==> config.mk <==
export PLATFORM = sky130hd
export DESIGN_NAME = ubx_frame_detector_unit
export DESIGN_NICKNAME = d
export VERILOG_FILES = /design/src/rtl/ubxfd_pkg.sv /design/src/rtl/ubx_frame_detector_unit.sv
export SDC_FILE = /design/constraint.sdc
export NUM_CORES = 1
export LEC_CHECK = 0
export CORE_MARGIN = 4
export CORE_UTILIZATION = 60
export CTS_CLUSTER_DIAMETER = 100
export DETAILED_ROUTE_END_ITERATION = 8
export DONT_BUFFER_PORTS = 1
export PLACE_DENSITY = 0.76
export SLEW_MARGIN = 5
export SYNTH_ARGS = -nofsm -noshare
export SYNTH_HDL_FRONTEND = slang
export SYNTH_SLANG_ARGS = --single-unit
==> constraint.sdc <==
create_clock -name i_clk -period 7.28 [get_ports i_clk]
set_clock_uncertainty 0.05 [all_clocks]
set_input_delay 0.728 -clock i_clk [delete_from_list [all_inputs] [get_ports i_clk]]
set_output_delay 0.728 -clock i_clk [all_outputs]
set_load 0.005 [all_outputs]
==> src/rtl/ubxfd_pkg.sv <==
package ubxfd_pkg;

    localparam int unsigned BYTE_W   = 8;
    localparam int unsigned LEN_W    = 16;
    localparam int unsigned CNT_W    = 17;
    localparam int unsigned STATUS_W = 3;
    localparam int unsigned CFG_IDX_W = 2;
    localparam int unsigned CFG_DATA_W = 17;

    localparam logic [CFG_IDX_W-1:0] CFG_SYNC_FIRST  = 2'd0;
    localparam logic [CFG_IDX_W-1:0] CFG_SYNC_SECOND = 2'd1;
    localparam logic [CFG_IDX_W-1:0] CFG_MAX_FRAME   = 2'd2;

    localparam logic [BYTE_W-1:0] RST_SYNC_FIRST  = 8'd181;
    localparam logic [BYTE_W-1:0] RST_SYNC_SECOND = 8'd98;
    localparam logic [CNT_W-1:0]  RST_MAX_FRAME   = 17'd8192;

    localparam logic [STATUS_W-1:0] ST_GARBAGE  = 3'd0;
    localparam logic [STATUS_W-1:0] ST_INSIDE   = 3'd1;
    localparam logic [STATUS_W-1:0] ST_GOOD     = 3'd2;
    localparam logic [STATUS_W-1:0] ST_CK_BAD   = 3'd3;
    localparam logic [STATUS_W-1:0] ST_TOO_LONG = 3'd4;

    localparam logic [2:0] PH_HUNT    = 3'd0;
    localparam logic [2:0] PH_SYNC2   = 3'd1;
    localparam logic [2:0] PH_HEAD    = 3'd2;
    localparam logic [2:0] PH_PAYLOAD = 3'd3;
    localparam logic [2:0] PH_CKA     = 3'd4;
    localparam logic [2:0] PH_CKB     = 3'd5;

    localparam logic [CNT_W-1:0] FRAME_OVERHEAD = 17'd8;
    localparam logic [CNT_W-1:0] HEAD_BYTES     = 17'd6;
    localparam logic [CNT_W-1:0] POS_LEN_LO     = 17'd4;
    localparam logic [CNT_W-1:0] POS_LEN_HI     = 17'd5;

endpackage

==> src/rtl/ubx_frame_detector_unit.sv <==
// Byte-serial UBX frame detector. Each accepted byte produces exactly one
// result transaction carrying the byte, a status (garbage, inside frame,
// frame good, checksum bad, length too large), its position in the frame and,
// on the last byte of a good frame, the total frame length. The block takes
// one byte per clock: the frame state and Fletcher sums update in the cycle a
// byte is accepted and the result lands in a single output register, so a
// new byte is accepted whenever that register is empty or being drained in
// the same cycle. The result appears in the cycle after its byte is accepted.
// Configuration writes (sync bytes, maximum frame length) take effect on the next byte.
module ubx_frame_detector_unit (
    input  logic                                i_clk,
    input  logic                                i_rst_n,
    input  logic                                i_cfg_wr_en,
    input  logic [ubxfd_pkg::CFG_IDX_W-1:0]     i_cfg_index,
    input  logic [ubxfd_pkg::CFG_DATA_W-1:0]    i_cfg_data,
    input  logic                                i_in_valid,
    output logic                                o_in_ready,
    input  logic [ubxfd_pkg::BYTE_W-1:0]        i_data_byte,
    output logic                                o_out_valid,
    input  logic                                i_out_ready,
    output logic [ubxfd_pkg::BYTE_W-1:0]        o_byte_out,
    output logic [ubxfd_pkg::STATUS_W-1:0]      o_status,
    output logic [ubxfd_pkg::CNT_W-1:0]         o_position,
    output logic [ubxfd_pkg::CNT_W-1:0]         o_frame_length
);
    import ubxfd_pkg::*;

    logic [BYTE_W-1:0]   r_sync_first;
    logic [BYTE_W-1:0]   r_sync_second;
    logic [CNT_W-1:0]    r_max_frame;

    logic [2:0]          r_phase, n_phase;
    logic [LEN_W-1:0]    r_len, n_len;
    logic [CNT_W-1:0]    r_cnt, n_cnt;
    logic [BYTE_W-1:0]   r_sum_a, n_sum_a;
    logic [BYTE_W-1:0]   r_sum_b, n_sum_b;
    logic [BYTE_W-1:0]   r_ck_a, n_ck_a;

    logic                r_out_valid;
    logic [BYTE_W-1:0]   r_byte;
    logic [STATUS_W-1:0] r_status, n_status;
    logic [CNT_W-1:0]    r_pos, n_pos;
    logic [CNT_W-1:0]    r_flen, n_flen;

    logic                w_accept;
    logic [BYTE_W-1:0]   w_acc_a;
    logic [BYTE_W-1:0]   w_acc_b;
    logic [CNT_W-1:0]    w_cnt_inc;
    logic [LEN_W-1:0]    w_len_full;
    logic [CNT_W-1:0]    w_total;

    assign o_in_ready = !r_out_valid || i_out_ready;
    assign w_accept   = i_in_valid && o_in_ready;

    assign w_acc_a    = r_sum_a + i_data_byte;
    assign w_acc_b    = r_sum_b + w_acc_a;
    assign w_cnt_inc  = r_cnt + 17'd1;
    assign w_len_full = {i_data_byte, r_len[7:0]};
    assign w_total    = {1'b0, w_len_full} + FRAME_OVERHEAD;

    always_comb begin
        n_phase  = r_phase;
        n_len    = r_len;
        n_cnt    = r_cnt;
        n_sum_a  = r_sum_a;
        n_sum_b  = r_sum_b;
        n_ck_a   = r_ck_a;
        n_status = ST_GARBAGE;
        n_pos    = '0;
        n_flen   = '0;
        unique case (r_phase)
            PH_SYNC2: begin
                if (i_data_byte == r_sync_second) begin
                    n_status = ST_INSIDE;
                    n_pos    = 17'd1;
                    n_cnt    = 17'd2;
                    n_sum_a  = '0;
                    n_sum_b  = '0;
                    n_len    = '0;
                    n_phase  = PH_HEAD;
                end else if (i_data_byte == r_sync_first) begin
                    n_status = ST_INSIDE;
                    n_cnt    = 17'd1;
                end else begin
                    n_phase = PH_HUNT;
                    n_cnt   = '0;
                end
            end
            PH_HEAD: begin
                n_pos    = r_cnt;
                n_sum_a  = w_acc_a;
                n_sum_b  = w_acc_b;
                n_status = ST_INSIDE;
                n_cnt    = w_cnt_inc;
                if (r_cnt == POS_LEN_LO) begin
                    n_len = {8'd0, i_data_byte};
                end
                if (r_cnt >= POS_LEN_HI) begin
                    n_len = w_len_full;
                    if (w_total > r_max_frame) begin
                        n_status = ST_TOO_LONG;
                        n_phase  = PH_HUNT;
                        n_cnt    = '0;
                    end else if (w_len_full != '0) begin
                        n_phase = PH_PAYLOAD;
                    end else begin
                        n_phase = PH_CKA;
                    end
                end
            end
            PH_PAYLOAD: begin
                n_pos    = r_cnt;
                n_sum_a  = w_acc_a;
                n_sum_b  = w_acc_b;
                n_status = ST_INSIDE;
                n_cnt    = w_cnt_inc;
                if (w_cnt_inc >= HEAD_BYTES + {1'b0, r_len}) begin
                    n_phase = PH_CKA;
                end
            end
            PH_CKA: begin
                n_pos    = r_cnt;
                n_ck_a   = i_data_byte;
                n_status = ST_INSIDE;
                n_cnt    = w_cnt_inc;
                n_phase  = PH_CKB;
            end
            PH_CKB: begin
                n_pos = r_cnt;
                if (r_ck_a == r_sum_a && i_data_byte == r_sum_b) begin
                    n_status = ST_GOOD;
                    n_flen   = {1'b0, r_len} + FRAME_OVERHEAD;
                end else begin
                    n_status = ST_CK_BAD;
                end
                n_phase = PH_HUNT;
                n_cnt   = '0;
            end
            default: begin
                if (i_data_byte == r_sync_first) begin
                    n_status = ST_INSIDE;
                    n_cnt    = 17'd1;
                    n_phase  = PH_SYNC2;
                end else begin
                    n_phase = PH_HUNT;
                    n_cnt   = '0;
                end
            end
        endcase
    end

    always_ff @(posedge i_clk) begin
        if (!i_rst_n) begin
            r_sync_first  <= RST_SYNC_FIRST;
            r_sync_second <= RST_SYNC_SECOND;
            r_max_frame   <= RST_MAX_FRAME;
        end else if (i_cfg_wr_en) begin
            unique case (i_cfg_index)
                CFG_SYNC_FIRST:  r_sync_first  <= i_cfg_data[BYTE_W-1:0];
                CFG_SYNC_SECOND: r_sync_second <= i_cfg_data[BYTE_W-1:0];
                CFG_MAX_FRAME:   r_max_frame   <= i_cfg_data[CNT_W-1:0];
                default: ;
            endcase
        end
    end

    always_ff @(posedge i_clk) begin
        if (!i_rst_n) begin
            r_phase     <= PH_HUNT;
            r_len       <= '0;
            r_cnt       <= '0;
            r_sum_a     <= '0;
            r_sum_b     <= '0;
            r_ck_a      <= '0;
            r_out_valid <= 1'b0;
        end else begin
            if (w_accept) begin
                r_phase <= n_phase;
                r_len   <= n_len;
                r_cnt   <= n_cnt;
                r_sum_a <= n_sum_a;
                r_sum_b <= n_sum_b;
                r_ck_a  <= n_ck_a;
            end
            if (w_accept) begin
                r_out_valid <= 1'b1;
            end else if (i_out_ready) begin
                r_out_valid <= 1'b0;
            end
        end
    end

    always_ff @(posedge i_clk) begin
        if (w_accept) begin
            r_byte   <= i_data_byte;
            r_status <= n_status;
            r_pos    <= n_pos;
            r_flen   <= n_flen;
        end
    end

    assign o_out_valid    = r_out_valid;
    assign o_byte_out     = r_byte;
    assign o_status       = r_status;
    assign o_position     = r_pos;
    assign o_frame_length = r_flen;

`ifndef NO_ASSERTIONS
    a_flen_only_good: assert property (@(posedge i_clk) disable iff (!i_rst_n)
        r_out_valid && r_status != ST_GOOD |-> r_flen == '0)
        else $error("frame length reported on a non-good byte");

    a_good_len_pos: assert property (@(posedge i_clk) disable iff (!i_rst_n)
        r_out_valid && r_status == ST_GOOD |-> r_flen == r_pos + 17'd1)
        else $error("good frame length disagrees with last byte position");

    a_garbage_pos: assert property (@(posedge i_clk) disable iff (!i_rst_n)
        r_out_valid && r_status == ST_GARBAGE |-> r_pos == '0)
        else $error("garbage byte with nonzero position");

    a_hunt_cnt: assert property (@(posedge i_clk) disable iff (!i_rst_n)
        r_phase == PH_HUNT |-> r_cnt == '0)
        else $error("byte counter not cleared while hunting");

    a_head_pos: assert property (@(posedge i_clk) disable iff (!i_rst_n)
        r_phase == PH_HEAD |-> r_cnt >= 17'd2 && r_cnt <= POS_LEN_HI)
        else $error("header byte counter out of range");
`endif

endmodule

; ---- Yosys cells after proc, flatten, opt, wreduce, memory -nomap -nowiden
; Cells that the tools add are included.
[word_totals]
register_bits = 139
output_inout_bits = 47
wordCells = 93
[op_classes]
addsub = 6
order_cmp = 3
eq_ne = 19
n_mux = 29
reduce_logical = 21
[op_table]
columns = cell, count
row1 = case mux 17 bit (4 select lines), 1
row2 = 2-to-1 mux 16 bit, 3
row3 = "adder 16 x 4 -> 17 bit, second input constant", 2
row4 = 2-to-1 mux 17 bit, 2
row5 = case mux 17 bit (2 select lines), 1
row6 = equality test 8 bit, 4
row7 = case mux 16 bit (2 select lines), 1
row8 = case mux 8 bit (2 select lines), 2
row9 = 2-to-1 mux 3 bit, 8
row10 = "adder 17 x 1 -> 17 bit, second input constant", 1
row11 = "adder 3 x 16 -> 17 bit, first input constant", 1
row12 = "equality test 17 x 3 -> 1 bit, second input constant", 1
row13 = >= comparator 17 bit, 1
row14 = ">= comparator 17 x 3 -> 1 bit, second input constant", 1
row15 = > comparator 17 bit, 1
row16 = adder 8 bit, 2
row17 = nonzero test 16 bit, 1
row18 = case mux 3 bit (5 select lines), 1
row19 = case mux 3 bit (4 select lines), 1
row20 = "inequality test 2 bit, second input constant", 5
row21 = AND reduction 2 bit, 5
row22 = 2-to-1 mux 8 bit, 1
row23 = AND reduction 4 bit, 2
row24 = 2-to-1 mux 1 bit, 7
row25 = 16 further kinds, 23

; ---- Longest topological paths before layout
; Gate-level depths: netlist of run 1.
[logic_depth]
ltp_word = 5
ltp_mapped = 14

; ---- Worst setup path after synthesis of run 1
; OpenSTA, ideal clock, no wires.
[synth_timing]
path_kind = input port to flip-flop
from = input port i_data_byte[0] (netlist name)
to = register r_sum_b[7]
setup_time_ns = 0.064
arrival_time_ns = 3.374
slack_ns = 3.792
path_stages = 11
n_path_buf = 0
cell_sequence = ha_1 > fa_1 > a21o_1 > a21oi_1 > xnor2_1 > ha_1 > o21a_1 > a2111oi_0 > o21bai_1 > mux2_2 > nand4_1
[synth_between]
elab_chain_len = 3
elab_cells_between_ends = 6
[synth_lines]
columns = element, line
row1 = "start, declared", ubx_frame_detector_unit.sv:18  ; input logic [ubxfd_pkg::BYTE_W-1:0] i_data_byte,
row2 = adder 8 bit or equality test 8 bit (tied branches), "ubx_frame_detector_unit.sv:55, ubx_frame_detector_unit.sv:73"
row3 = adder 8 bit or inequality test 2 bit (tied branches), --
row4 = case mux 8 bit (2 select lines) or AND reduction 3 bit (tied branches), --
row5 = "end signal, assigned", ubx_frame_detector_unit.sv:182  ; r_sum_b <= n_sum_b;
row6 = "end, declared", ubx_frame_detector_unit.sv:36  ; logic [BYTE_W-1:0] r_sum_b, n_sum_b;
; Several ways; a longest one is shown, not always the timed one.
; A chain may end at the register's enable or synchronous reset.

; ---- Worst setup path after layout of run 1
[layout_timing]
from = register r_len[3]
to = register r_cnt[14]
[layout_between]
elab_chain_len = 5
[layout_lines]
columns = element, line
row1 = "start, declared", ubx_frame_detector_unit.sv:33  ; logic [LEN_W-1:0] r_len, n_len;
row2 = "start signal, assigned", ubx_frame_detector_unit.sv:179  ; r_len <= n_len;
row3 = adder 16 x 4 -> 17 bit, ubx_frame_detector_unit.sv:59  ; assign w_total = {1'b0, w_len_full} + FRAME_OVERHEAD;
row4 = > comparator 17 bit, ubx_frame_detector_unit.sv:100  ; if (w_total > r_max_frame) begin
row5 = 2-to-1 mux 17 bit, ubx_frame_detector_unit.sv:100
row6 = 2-to-1 mux 17 bit, ubx_frame_detector_unit.sv:98  ; if (r_cnt >= POS_LEN_HI) begin
row7 = case mux 17 bit (4 select lines), ubx_frame_detector_unit.sv:71  ; unique case (r_phase)
row8 = "end signal, assigned", ubx_frame_detector_unit.sv:180  ; r_cnt <= n_cnt;
row9 = "end, declared", ubx_frame_detector_unit.sv:34  ; logic [CNT_W-1:0] r_cnt, n_cnt;
; Every way passes these cells.

==> summary.txt, run 1 <==
CTS
  • Worst-Skew Late Latency: 0.43 ns
  • CTS clock-pin slew for the worst setup and hold paths: 0.06 ns
  • Clock Tree Root: clkbuf_16
  • Clock Path Buffers: 2
  • Post-CTS setup buffer count: 0
  • Htree depth: 4
  • # clock sinks: 139
  • Cts hold-fix bufs: 0
  • Total CTS buffers: 17
  • Post-cts sizing count: 0
  • CTS tree: built

Drt
  • Initial DRC Count: 559
  • DR pass1 iterations: 5
  • Vias: 6595
  • Wire per inst: 18.6 um
  • Drc violations: 0
  • DRT Wirelength: 20.0 mm
  • DR vias/cell: 6.11
  • Post-DRT Antenna Nets: 0

Yosys
  • Yosys warns: 0
  • Share of the synthesized area in the top cell type: 0.232
  • Number of synthesized flops with an enable pin: 45
  • Distinct cell type count after synthesis: 75
  • Most numerous cell in the Yosys netlist: nand2_1
  • Synth area leader: dfxtp_1
  • Commonest cells in the netlist: nand2_1 (134), dfxtp_1 (94), nor2_1 (77)
  • Register bit total from synthesis: 139
  • Post-Syn Area per Cell: 8.85 um2
  • Seq/Total Area, Yosys: 0.398
  • Syn Inst Count: 918
  • Primary FF master, synth: dfxtp_1
  • Ys async rst share: 0
  • Synth Net Count: 1006
  • Synthesized cell area: 8120 um2
  • Ranking of synthesized cells by area: dfxtp_1 (23%), edfxtp_1 (17%), ha_1 (8.3%), nand2_1 (6.2%), xnor2_1 (6.1%)

Job
  • Max-cap check violation count: 0

GRT
  • Largest net degree at the start of global routing: 71
  • First-pass GRT wire length: 32.7 mm
  • Initial antenna violation count: 0
  • GRT Resource Usage Total: 0.262
  • GRT overflow: 0
  • Vias in the first global route: 6394

Pwr
  • Combinational Power Share: 0.087
  • Int Pwr: 1440 uW
  • Reg power frac: 0.441
  • Switching part of the total: 0.252
  • PD cells: 220 nW/um2
  • LEAKAGE: 0.00339 uW
  • Clk pwr share: 0.472
  • Net switching power: 485 uW
  • Max IR drop VDD: 0.164 mV

Min path
  • Worst min path class: in -> reg

Die
  • Die height: 124 um
  • # rows: 42
  • Die area: 15500 um2
  • Initial Util: 0.613
  • Top Ports: 79
  • Core Box Area: 13200 um2
  • Die X: 124 um

Place
  • DP Worst Slack: 3.49 ns
  • Post-DP HPWL: 13.9 mm
  • Post-place instance area: 8130 um2
  • Placed Cells: 1047
  • Routability cong.: 0.931
  • Port bufs: 0

STA
  • Slew HR: 0.314
  • PnR worst setup slack: 3.39 ns
  • RSZ-0062 raised after global routing: false
  • Setup violations, final: 0
  • Fmax: 257 MHz
  • Period utilization: 0.535
  • Min Clock Period, post-route: 3.89 ns
  • Worst-margin pin slew: 1.03 ns
  • Final setup TNS: 0 ns
  • Fin. max-slew vios: 0
  • Fin. Hold Viols: 0

Critical path
  • Critical path class: reg -> reg
  • Crit path from: r_len[3]$_SDFFE_PN0P_
  • Worst reg2reg endpoint: r_cnt[14]$_SDFFE_PN0P_
  • Worst path max stage delay: 0.56 ns
  • Slowest CP cell: o21a_1
  • Largest fanout on the critical path: 16
  • WP buf/inv: 0
  • CP Depth: 12
  • Arrival time at the worst endpoint: 4.17 ns
  • Worst setup path end: r_cnt[14]$_SDFFE_PN0P_
  • WP data required: 7.55 ns
  • Worst reg2reg path depth: 12
  • RR Startpoint: r_len[3]$_SDFFE_PN0P_
  • Startpoint Class: flop
  • Top Family by Delay on Critical Path: simple AND/OR/NAND/NOR gates
  • Cell Chain, Critical Path: and2_1, nand2_1, nor2_1, nand3_1, xnor2_1, ha_1, nand4_1, nor4_1, a211o_1, o21a_1, a21oi_1, a32o_1
  • Register-to-register setup slack: 3.39 ns
  • Critical Path End Type: flop

Final layout
  • Antenna cells: 0
  • Share of layout cells above drive strength 1: 0.0653
  • Final Core Density: 0.662
  • Area grow syn2layout: 7.84%
  • Filler-free cell count of the finished design: 1079
  • Nets: 978
  • Storage cell area: 3230 um2
  • Filler cells: 1113
  • Multi-input gate area: 4510 um2
  • Fin area: 8760 um2

Run status
  • Status: completed
stage by stage:
stage / hold WS (ns) / total power, uW
2_1_floorplan: 0.386 / 1000
3_3_place_gp: 0.393 / 1020
3_5_place_dp: 0.397 / 1030
4_1_cts: 0.315 / 1930
5_1_grt: 0.326 / 1990
6_report: 0.322 / 1920
layout by cell type, fill, tap and decap left out, types with 5 or more instances in the layout:
cell | Yosys | final
a211oi_1 | 5 | 5
a21o_1 | 6 | 6
a21oi_1 | 63 | 63
a22oi_1 | 13 | 13
and2_1 | 26 | 26
and3_1 | 15 | 15
and4_1 | 5 | 5
clkbuf_16 | 0 | 19
dfxtp_1 | 94 | 94
edfxtp_1 | 45 | 45
ha_1 | 54 | 54
inv_1 | 42 | 41
mux2_2 | 7 | 7
mux2i_1 | 9 | 9
nand2_1 | 134 | 134
nand3_1 | 27 | 27
nand3b_1 | 5 | 5
nand4_1 | 20 | 20
nor2_1 | 77 | 77
nor3_1 | 8 | 8
nor4_1 | 13 | 13
o21a_1 | 13 | 13
o21ai_0 | 15 | 15
or2_0 | 6 | 6
or4_1 | 5 | 5
xnor2_1 | 57 | 57
xor2_1 | 31 | 30
final cells by class:
cell class	count	share of cell area
multi-input combinational	687	0.515
sequential	139	0.369
clock buffer	19	0.0543
tap	176	0.0251
inverter	43	0.0184
clock inverter	13	0.0169
timing repair buffer	2	0.00171
flip-flops by register name (all words and copies together) (netlist names), 16 cells and up:
register and count:
o_frame_length 17, o_position 17, r_cnt 17, r_len 16
r_max_frame 17
layer usage:
layer	up-vias	GRT usage	routed length, um
met3	51	0.0575	1370
met5	-	0	0
met1	3137	0.337	8600
met2	252	0.426	9470
met4	0	0.111	581
li1	3155	-	-
power groups by stage:
stage / clock network, uW / registers [uW] / logic [uW]
floorplan: 0 / 858 / 143
global route: 948 / 852 / 188
finish: 908 / 850 / 167
detailed placement: 0 / 866 / 164
CTS: 912 / 850 / 166
global placement: 0 / 865 / 157
worst reg2reg max path, stage by stage (launching register included):
cell and delay, ns:
dfxtp_1 0.51, and2_1 0.29, nand2_1 0.11, nor2_1 0.36, nand3_1 0.16, xnor2_1 0.16, ha_1 0.31, nand4_1 0.14
nor4_1 0.38, a211o_1 0.21, o21a_1 0.56, a21oi_1 0.23, a32o_1 0.32
logic make-up after synthesis:
group | after synthesis | synth area share
adder cells (fa/ha/maj) | 56 | 0.0881
XOR/XNOR | 88 | 0.0949
buffers and inverters | 92 | 0.0481
flip-flops | 139 | 0.398
AND/OR/NAND/NOR | 368 | 0.221
AO/OA/AOI/OAI | 159 | 0.129
multiplexers | 16 | 0.0208
worst min path at each step:
stage                                        end                         start  slack [ns]  depth (start not counted)
CTS                 r_sync_first[4]$_SDFFE_PN1P_                       i_rst_n        0.31                          1
global placement     r_max_frame[8]$_SDFFE_PN0P_   r_max_frame[8]$_SDFFE_PN0P_        0.39                          2
global route             o_byte_out[2]$_DFFE_PP_                i_data_byte[2]        0.33                          0
finish              r_sync_first[0]$_SDFFE_PN1P_                       i_rst_n        0.32                          1
floorplan           r_max_frame[10]$_SDFFE_PN0P_  r_max_frame[10]$_SDFFE_PN0P_        0.39                          2
detailed placement   r_max_frame[5]$_SDFFE_PN0P_   r_max_frame[5]$_SDFFE_PN0P_        0.40                          2
Note: power is estimated with default switching activity, not from simulation.
==> run 2: changes to the inputs <==
--- a/config.mk
+++ b/config.mk
@@ -6,7 +6,7 @@
 export NUM_CORES = 1
 export LEC_CHECK = 0
 export CORE_MARGIN = 4
-export CORE_UTILIZATION = 60
+export CORE_UTILIZATION = 58
 export CTS_CLUSTER_DIAMETER = 100
 export DETAILED_ROUTE_END_ITERATION = 8
 export DONT_BUFFER_PORTS = 1
==> constraint.sdc (replaced) <==
create_clock -name i_clk -period 3.2 [get_ports i_clk]
set_clock_uncertainty 0.05 [all_clocks]
set_input_delay 0.32 -clock i_clk [delete_from_list [all_inputs] [get_ports i_clk]]
set_output_delay 0.32 -clock i_clk [all_outputs]
set_load 0.005 [all_outputs]
==> run 2 against run 1 <==
  * Combinational power rose to 2.7 times the previous value
  * Critical endpoint is now r_phase[1]$_SDFFE_PN0P_
  * Global-route usage down 0.083 points
  * Worst setup slack worse by 3.3 ns
  * Sequential share of layout area is 2.1 points lower
  * Largest cell class unchanged
  * Power grew 130%
  * Highest routed layer unchanged
  * Via count rose by 3.5%
  * Flip-flop and latch count stayed put
  * Critical path depth grew 1
  * Die area is 3.2% higher
==> summary.txt, run 2 (synthesis gave the netlist of run 1 again) <==
Place
  • Routability cong.: 0.911 (-2.1%)
  • DP Worst Slack: -0.0136 ns (-3.51 ns)
  • Placed Cells: 1071 (+2.3%)
  • Post-DP HPWL: 13.8 mm (-0.10%)
  • Port bufs: 0 (unchanged)

Pwr
  • Final Total Pwr: 4360 uW (+130%)
  • Max IR drop VDD: 0.303 mV (+84%)
  • Switching part of the total: 0.250 (-0.00265)
  • Reg power frac: 0.443 (+0.002)
  • Clk pwr share: 0.455 (-0.017)
  • Combinational Power Share: 0.102 (+0.015)
  • PD cells: 468 nW/um2 (+110%)
  • Net switching power: 1090 uW (+120%)
  • LEAKAGE: 0.00365 uW (+7.7%)
  • Int Pwr: 3270 uW (+130%)

STA
  • Worst-margin pin slew: 1.13 ns (+0.103 ns)
  • PnR worst setup slack: 0.126 ns (-3.26 ns)
  • Period utilization: 0.961 (+0.426)
  • Worst hold margin: 0.0249 ns (-0.297 ns)
  • Final setup TNS: 0 ns (unchanged)
  • Min Clock Period, post-route: 3.07 ns (-0.821 ns)
  • Slew HR: 0.246 (-0.0683)
  • Fin. max-slew vios: 0 (unchanged)
  • Setup violations, final: 0 (unchanged)
  • Fin. Hold Viols: 0 (unchanged)
  • Fmax: 325 MHz (+27%)

Drt
  • Initial DRC Count: 616 (+10%)
  • Post-DRT Antenna Nets: 0 (unchanged)
  • Drc violations: 0 (unchanged)
  • DR pass1 iterations: 7 (+2)
  • Wire per inst: 18.4 um (-0.99%)
  • DRT Wirelength: 20.9 mm (+4.2%)
  • DR vias/cell: 6.02 (-1.6%)
  • Vias: 6828 (+3.5%)

GRT
  • GRT met3 Usage: 0.0500 (-0.00744)
  • GR Util met2: 0.417 (-0.00839)
  • GRT Resource Usage Total: 0.261 (-0.000831)
  • Largest net degree at the start of global routing: 62 (-13%)
  • First-pass GRT wire length: 33.5 mm (+2.5%)
  • Met1 Track Usage GR: 0.346 (+0.00950)
  • GRT overflow: 0 (unchanged)
  • Initial antenna violation count: 0 (unchanged)
  • Most Crowded Layer GR: met2
  • Vias in the first global route: 6580 (+2.9%)

Critical path
  • Largest fanout on the critical path: 5 (-11)
  • Startpoint Class: flop
  • Arrival time at the worst endpoint: 3.36 ns (-0.81 ns)
  • WP data required: 3.48 ns (-4.07 ns)
  • Critical Path End Type: flop
  • Critical path class: reg -> reg
  • Register-to-register setup slack: 0.13 ns (-3.26 ns)

Final layout
  • Most common cell after layout, fill and taps aside: nand2_1
  • Area grow syn2layout: 14.5%
  • Antenna cells: 0 (unchanged)
  • Filler-free cell count of the finished design: 1135 (+5.2%)
  • Multi-input gate area: 4560 um2 (+1.1%)
  • Storage cell area: 3230 um2 (about the same)
  • Nets: 1034 (+5.7%)
  • Filler cells: 1059 (-4.9%)
  • Commonest non-fill, non-tap cells in the layout: nand2_1 (134), dfxtp_1 (93), nor2_1 (75), a21oi_1 (61), xnor2_1 (57)
  • Share of layout cells above drive strength 1: 0.0991 (+0.0337)

CTS
  • # clock sinks: 139 (unchanged)
  • Htree depth: 4 (unchanged)
  • Worst-Skew Late Latency: 0.42 ns (about the same)
  • CTS clock-pin slew for the worst setup and hold paths: 0.06 ns (about the same)
  • Clock Tree Root: clkbuf_16
  • CTS tree: built
  • Total CTS buffers: 17 (unchanged)
  • Clock Path Buffers: 2 (unchanged)

Die
  • Initial Util: 0.604 (-0.00959)
  • Top Ports: 79 (unchanged)
  • # rows: 42 (unchanged)
  • Die height: 126 um (+1.6%)
  • Die area: 16000 um2 (+3.2%)
  • Die X: 126 um (+1.6%)
  • Core Box Area: 13500 um2 (+1.6%)

Run status
  • Status: completed

Job
  • Max-cap check violation count: 0 (unchanged)

Min path
  • Worst min path class: in -> reg
==> run 2: cell count changes in the layout (fill, tap and decap cells not counted), moves of 3 or more <==
cell           change
buf_4             +26
clkinvlp_4         +3
dlygate4sd3_1     +29
inv_6              -4
==> run 2: worst paths after layout <==
kind / end / cells past startpoint / from
setup / recovery: r_phase[1]$_SDFFE_PN0P_ / 13 / r_len[3]$_SDFFE_PN0P_
hold / removal: r_sum_b[7]$_SDFFE_PN0P_ / 2 / i_rst_n
setup reg to reg: r_phase[1]$_SDFFE_PN0P_ / 13 / r_len[3]$_SDFFE_PN0P_
hold reg to reg: r_max_frame[6]$_SDFFE_PN0P_ / 2 / r_max_frame[6]$_SDFFE_PN0P_
==> run 2: critical path: stages (launching register included) <==
cell and delay (ns):
dfxtp_1 0.38, ha_1 0.21, nand3_2 0.19, or4_4 0.52, nor3_2 0.20, xnor2_1 0.14
ha_1 0.26, and4_1 0.19, nand2_1 0.06, a2bb2oi_1 0.16, o211ai_1 0.11, buf_4 0.16
o211a_1 0.12, a211oi_1 0.23
==> run 2: power groups by stage <==
stage               registers [uW]  logic (uW)  clock network, uW
floorplan                     1950         326                  0
global placement              1960         383                  0
detailed placement            1970         392                  0
CTS                           1930         438               2010
global route                  1940         496               2090
finish                        1930         445               1980
==> run 2: final cells by class <==
cell class / count / area share
Tap cell: 176 / 0.0237
Clock buffer: 20 / 0.0538
Multi-Input combinational cell: 687 / 0.490
Timing Repair Buffer: 58 / 0.0560
Sequential cell: 139 / 0.348
Inverter: 43 / 0.0174
Clock inverter: 12 / 0.0117
==> run 2: through the flow <==
step	cell area (um2)	utilization
after floorplan	8120	-
after global placement	8320	0.619
after detailed placement	8320	0.619
after CTS	9230	0.686
after global routing	9300	0.691
final	9300	0.691
==> run 2: repair_timing <==
action,CTS,global route
hold buffers,29,0
hold endpoints to repair,65,0
setup endpoints to repair,5,16
gates resized for setup,1,14
pin swaps,0,3
cloned,0,0
setup buffers,0,3
==> run 2: metal layers <==
layer | wire length (um) | up-vias
li1 | - | 3268
met5 | 0 | -
met4 | 632 | 0
met3 | 1400 | 46
met2 | 9890 | 269
met1 | 8930 | 3245
==> run 3: changes to the inputs <==
--- a/config.mk
+++ b/config.mk
@@ -5,6 +5,7 @@
 export SDC_FILE = /design/constraint.sdc
 export NUM_CORES = 1
 export LEC_CHECK = 0
+export ABC_CLOCK_PERIOD_IN_PS = 2700
 export CORE_MARGIN = 4
 export CORE_UTILIZATION = 58
 export CTS_CLUSTER_DIAMETER = 100
==> constraint.sdc (replaced) <==
create_clock -name i_clk -period 2.7 [get_ports i_clk]
set_clock_uncertainty 0.05 [all_clocks]
set_input_delay 0.27 -clock i_clk [delete_from_list [all_inputs] [get_ports i_clk]]
set_output_delay 0.27 -clock i_clk [all_outputs]
set_load 0.005 [all_outputs]
==> run 3 against run 2 <==
  * The run now ends with negative setup slack left
  * Hold slack lost 0.0072 ns
  * Final cell count is 8.9% higher
  * Count of clock-buffer cells in the layout decreased by 1
  * Die area stayed put
  * First-iteration DRC count fell by 0.97%
  * Register-to-register slack got worse by 0.30 ns
  * Clock power up 19%
  * Combinational power increased by 62%
  * Final area is 14% higher
  * Sequential share of layout area shrank 4.0 points
  * Non-clock buffer count increased by 101
  * Worst setup slack got worse by 0.30 ns
==> summary.txt, run 3 (synthesis gave the netlist of run 1 again) <==
Place
  • Post-DP HPWL: 14.6 mm (+5.7%)
  • Port bufs: 0 (unchanged)
  • Post-place instance area: 8920 um2 (+7.2%)
  • Routability cong.: 0.907 (-0.43%)

STA
  • RSZ-0062 raised after global routing: true
  • Setup violations, final: 22 (+22)
  • Min Clock Period, post-route: 2.87 ns (-0.199 ns)
  • Fin. max-slew vios: 0 (unchanged)
  • Fmax: 348 MHz (+6.9%)
  • Fin. Hold Viols: 0 (unchanged)
  • Final setup TNS: -2.09 ns (-2.09 ns)
  • Worst-margin pin slew: 1.14 ns (+0.0116 ns)
  • Worst hold margin: 0.0177 ns (-0.00725 ns)
  • Period utilization: 1.06 (+0.104)
  • PnR worst setup slack: -0.175 ns (-0.301 ns)
  • Slew HR: 0.239 (-0.00693)

Drt
  • Vias: 7422 (+8.7%)
  • DRT Wirelength: 24.2 mm (+16%)
  • Drc violations: 0 (unchanged)
  • Initial DRC Count: 610 (-0.97%)
  • DR vias/cell: 6.00 (-0.18%)
  • DR pass1 iterations: 5 (-2)
  • Wire per inst: 19.6 um (+6.7%)
  • Post-DRT Antenna Nets: 0 (unchanged)

Die
  • # rows: 42 (unchanged)
  • Core Box Area: 13500 um2 (unchanged)
  • Die height: 126 um (unchanged)
  • Die X: 126 um (unchanged)
  • Die area: 16000 um2 (unchanged)
  • Initial Util: 0.604 (unchanged)
  • Top Ports: 79 (unchanged)

Job
  • Max-cap check violation count: 0 (unchanged)

Critical path
  • Arrival time at the worst endpoint: 3.18 ns (-0.18 ns)
  • WP buf/inv: 3 (+2)
  • WP data required: 3.01 ns (-0.47 ns)
  • Top Family by Delay on Critical Path: compound AO/OA/AOI/OAI gates
  • Largest fanout on the critical path: 7 (+2)
  • Startpoint Class: flop
  • Critical path class: reg -> reg
  • Critical Path Most Common Cell: buf_4
  • Slowest CP cell: dfxtp_4
  • Worst path max stage delay: 0.38 ns (-0.14 ns)
  • Critical Path End Type: flop
  • Cell Chain, Critical Path: ha_4, nand3_4, buf_4, nor4_4, xor2_1, ha_1, nand4_1, nor4_2, a211o_1, o21a_4, buf_4, buf_16, a221o_1, o21ai_0

Pwr
  • Clk pwr share: 0.439 (-0.016)
  • Combinational Power Share: 0.135 (+0.033)
  • Net switching power: 1390 uW (+27%)
  • Reg power frac: 0.427 (-0.016)
  • Switching part of the total: 0.259 (+0.00916)
  • Int Pwr: 3970 uW (+21%)
  • PD cells: 507 nW/um2 (+8.2%)
  • LEAKAGE: 0.00427 uW (+17%)
  • Max IR drop VDD: 0.434 mV (+43%)

Final layout
  • Fin area: 10600 um2 (+14%)
  • Share of layout cells above drive strength 1: 0.244 (+0.145)
  • Area grow syn2layout: 30.1%
  • Most common cell after layout, fill and taps aside: nand2_1
  • Nets: 1135 (+9.8%)
  • Antenna cells: 0 (unchanged)
  • Filler cells: 851 (-20%)
  • Final Core Density: 0.786 (+0.0942)
  • Commonest non-fill, non-tap cells in the layout: nand2_1 (130), buf_4 (115), dfxtp_1 (86), nor2_1 (70), a21oi_1 (51)

GRT
  • Initial antenna violation count: 0 (unchanged)
  • First-pass GRT wire length: 37.4 mm (+11%)
  • GRT overflow: 0 (unchanged)
  • Vias in the first global route: 7274 (+11%)
  • GRT Resource Usage Total: 0.291 (+0.0304)
  • Largest net degree at the start of global routing: 50 (-19%)

CTS
  • Worst-Skew Late Latency: 0.43 ns (about the same)
  • CTS tree: built
  • Clock Path Buffers: 2 (unchanged)
  • Htree depth: 4 (unchanged)
  • CTS clock-pin slew for the worst setup and hold paths: 0.06 ns (about the same)
  • # clock sinks: 139 (unchanged)
  • Clock Tree Root: clkbuf_16
  • Total CTS buffers: 17 (unchanged)

Min path
  • Worst min path class: in -> reg

Run status
  • Failing checks: negative setup slack
  • Status: finished, violations left
-- run 3: cell types whose count changed in the layout (fill, tap and decap cells not counted), sizes merged --
cell | before | now
clkinvlp | 4 | 3
inv | 44 | 45
bufinv | 1 | 2
dlygate4sd3 | 29 | 36
clkbuf | 20 | 19
buf | 29 | 123
-- run 3: worst register-to-register path, cell delays in order (launching register included) --
cell     delay (ns)
dfxtp_4        0.38
ha_4           0.16
nand3_4        0.09
buf_4          0.16
nor4_4         0.15
xor2_1         0.19
ha_1           0.27
nand4_1        0.12
nor4_2         0.06
a211o_1        0.29
o21a_4         0.24
buf_4          0.16
buf_16         0.14
a221o_1        0.30
o21ai_0        0.06
-- run 3: final cells by class --
class	instances	area, um2	share of cell area
sequential	139	3260	0.308
timing repair buffer	159	1350	0.128
multi-input combinational	687	4990	0.472
clock buffer	19	454	0.0430
tap	176	220	0.0208
inverter	43	161	0.0153
clock inverter	13	141	0.0134
-- run 3: repair_timing --
action                     4_1_cts  5_1_grt
hold endpoints to repair        68       17
pin swaps                       49       36
hold buffers                    35        1
gates resized for setup         49       54
gates cloned                     1        0
setup endpoints to repair       19       25
setup buffers                   18        7
-- run 3: metrics by stage --
step           total power [uW]  instances  setup slack (ns)
3_5_place_dp               2840       1142            -0.179
5_1_grt                    5540       1236            -0.327
6_report                   5360       1236            -0.175
3_3_place_gp               2820       1142            -0.125
4_1_cts                    5270       1228            -0.188
2_1_floorplan              2710        918           0.00853
-- run 3: final timing paths --
path	from	to	slack, ns	depth (start not counted)
max	r_len[3]$_SDFFE_PN0P_	r_cnt[2]$_SDFFE_PN0P_	-0.17	14
min	i_data_byte[6]	r_len[6]$_SDFFE_PN0P_	0.02	3
max reg2reg	r_len[3]$_SDFFE_PN0P_	r_cnt[2]$_SDFFE_PN0P_	-0.17	14
min reg2reg	r_max_frame[1]$_SDFFE_PN0P_	r_max_frame[1]$_SDFFE_PN0P_	0.40	2
-- run 3: power by group through the flow --
stage / Combinational [uW] / Sequential, uW / Clock [uW]
final: 721 / 2280 / 2350
after global routing: 776 / 2290 / 2470
after CTS: 633 / 2280 / 2350
after detailed placement: 508 / 2330 / 0
after global placement: 496 / 2330 / 0
after floorplan: 394 / 2310 / 0
-- run 3: layer usage --
| layer | global-route usage | vias up | routed length (um) |
|---|---|---|---|
| met3 | 0.0593 | 76 | 1600 |
| li1 | - | 3478 | - |
| met2 | 0.489 | 332 | 11900 |
| met4 | 0.116 | 0 | 892 |
| met5 | 0 | - | 0 |
| met1 | 0.368 | 3536 | 9830 |
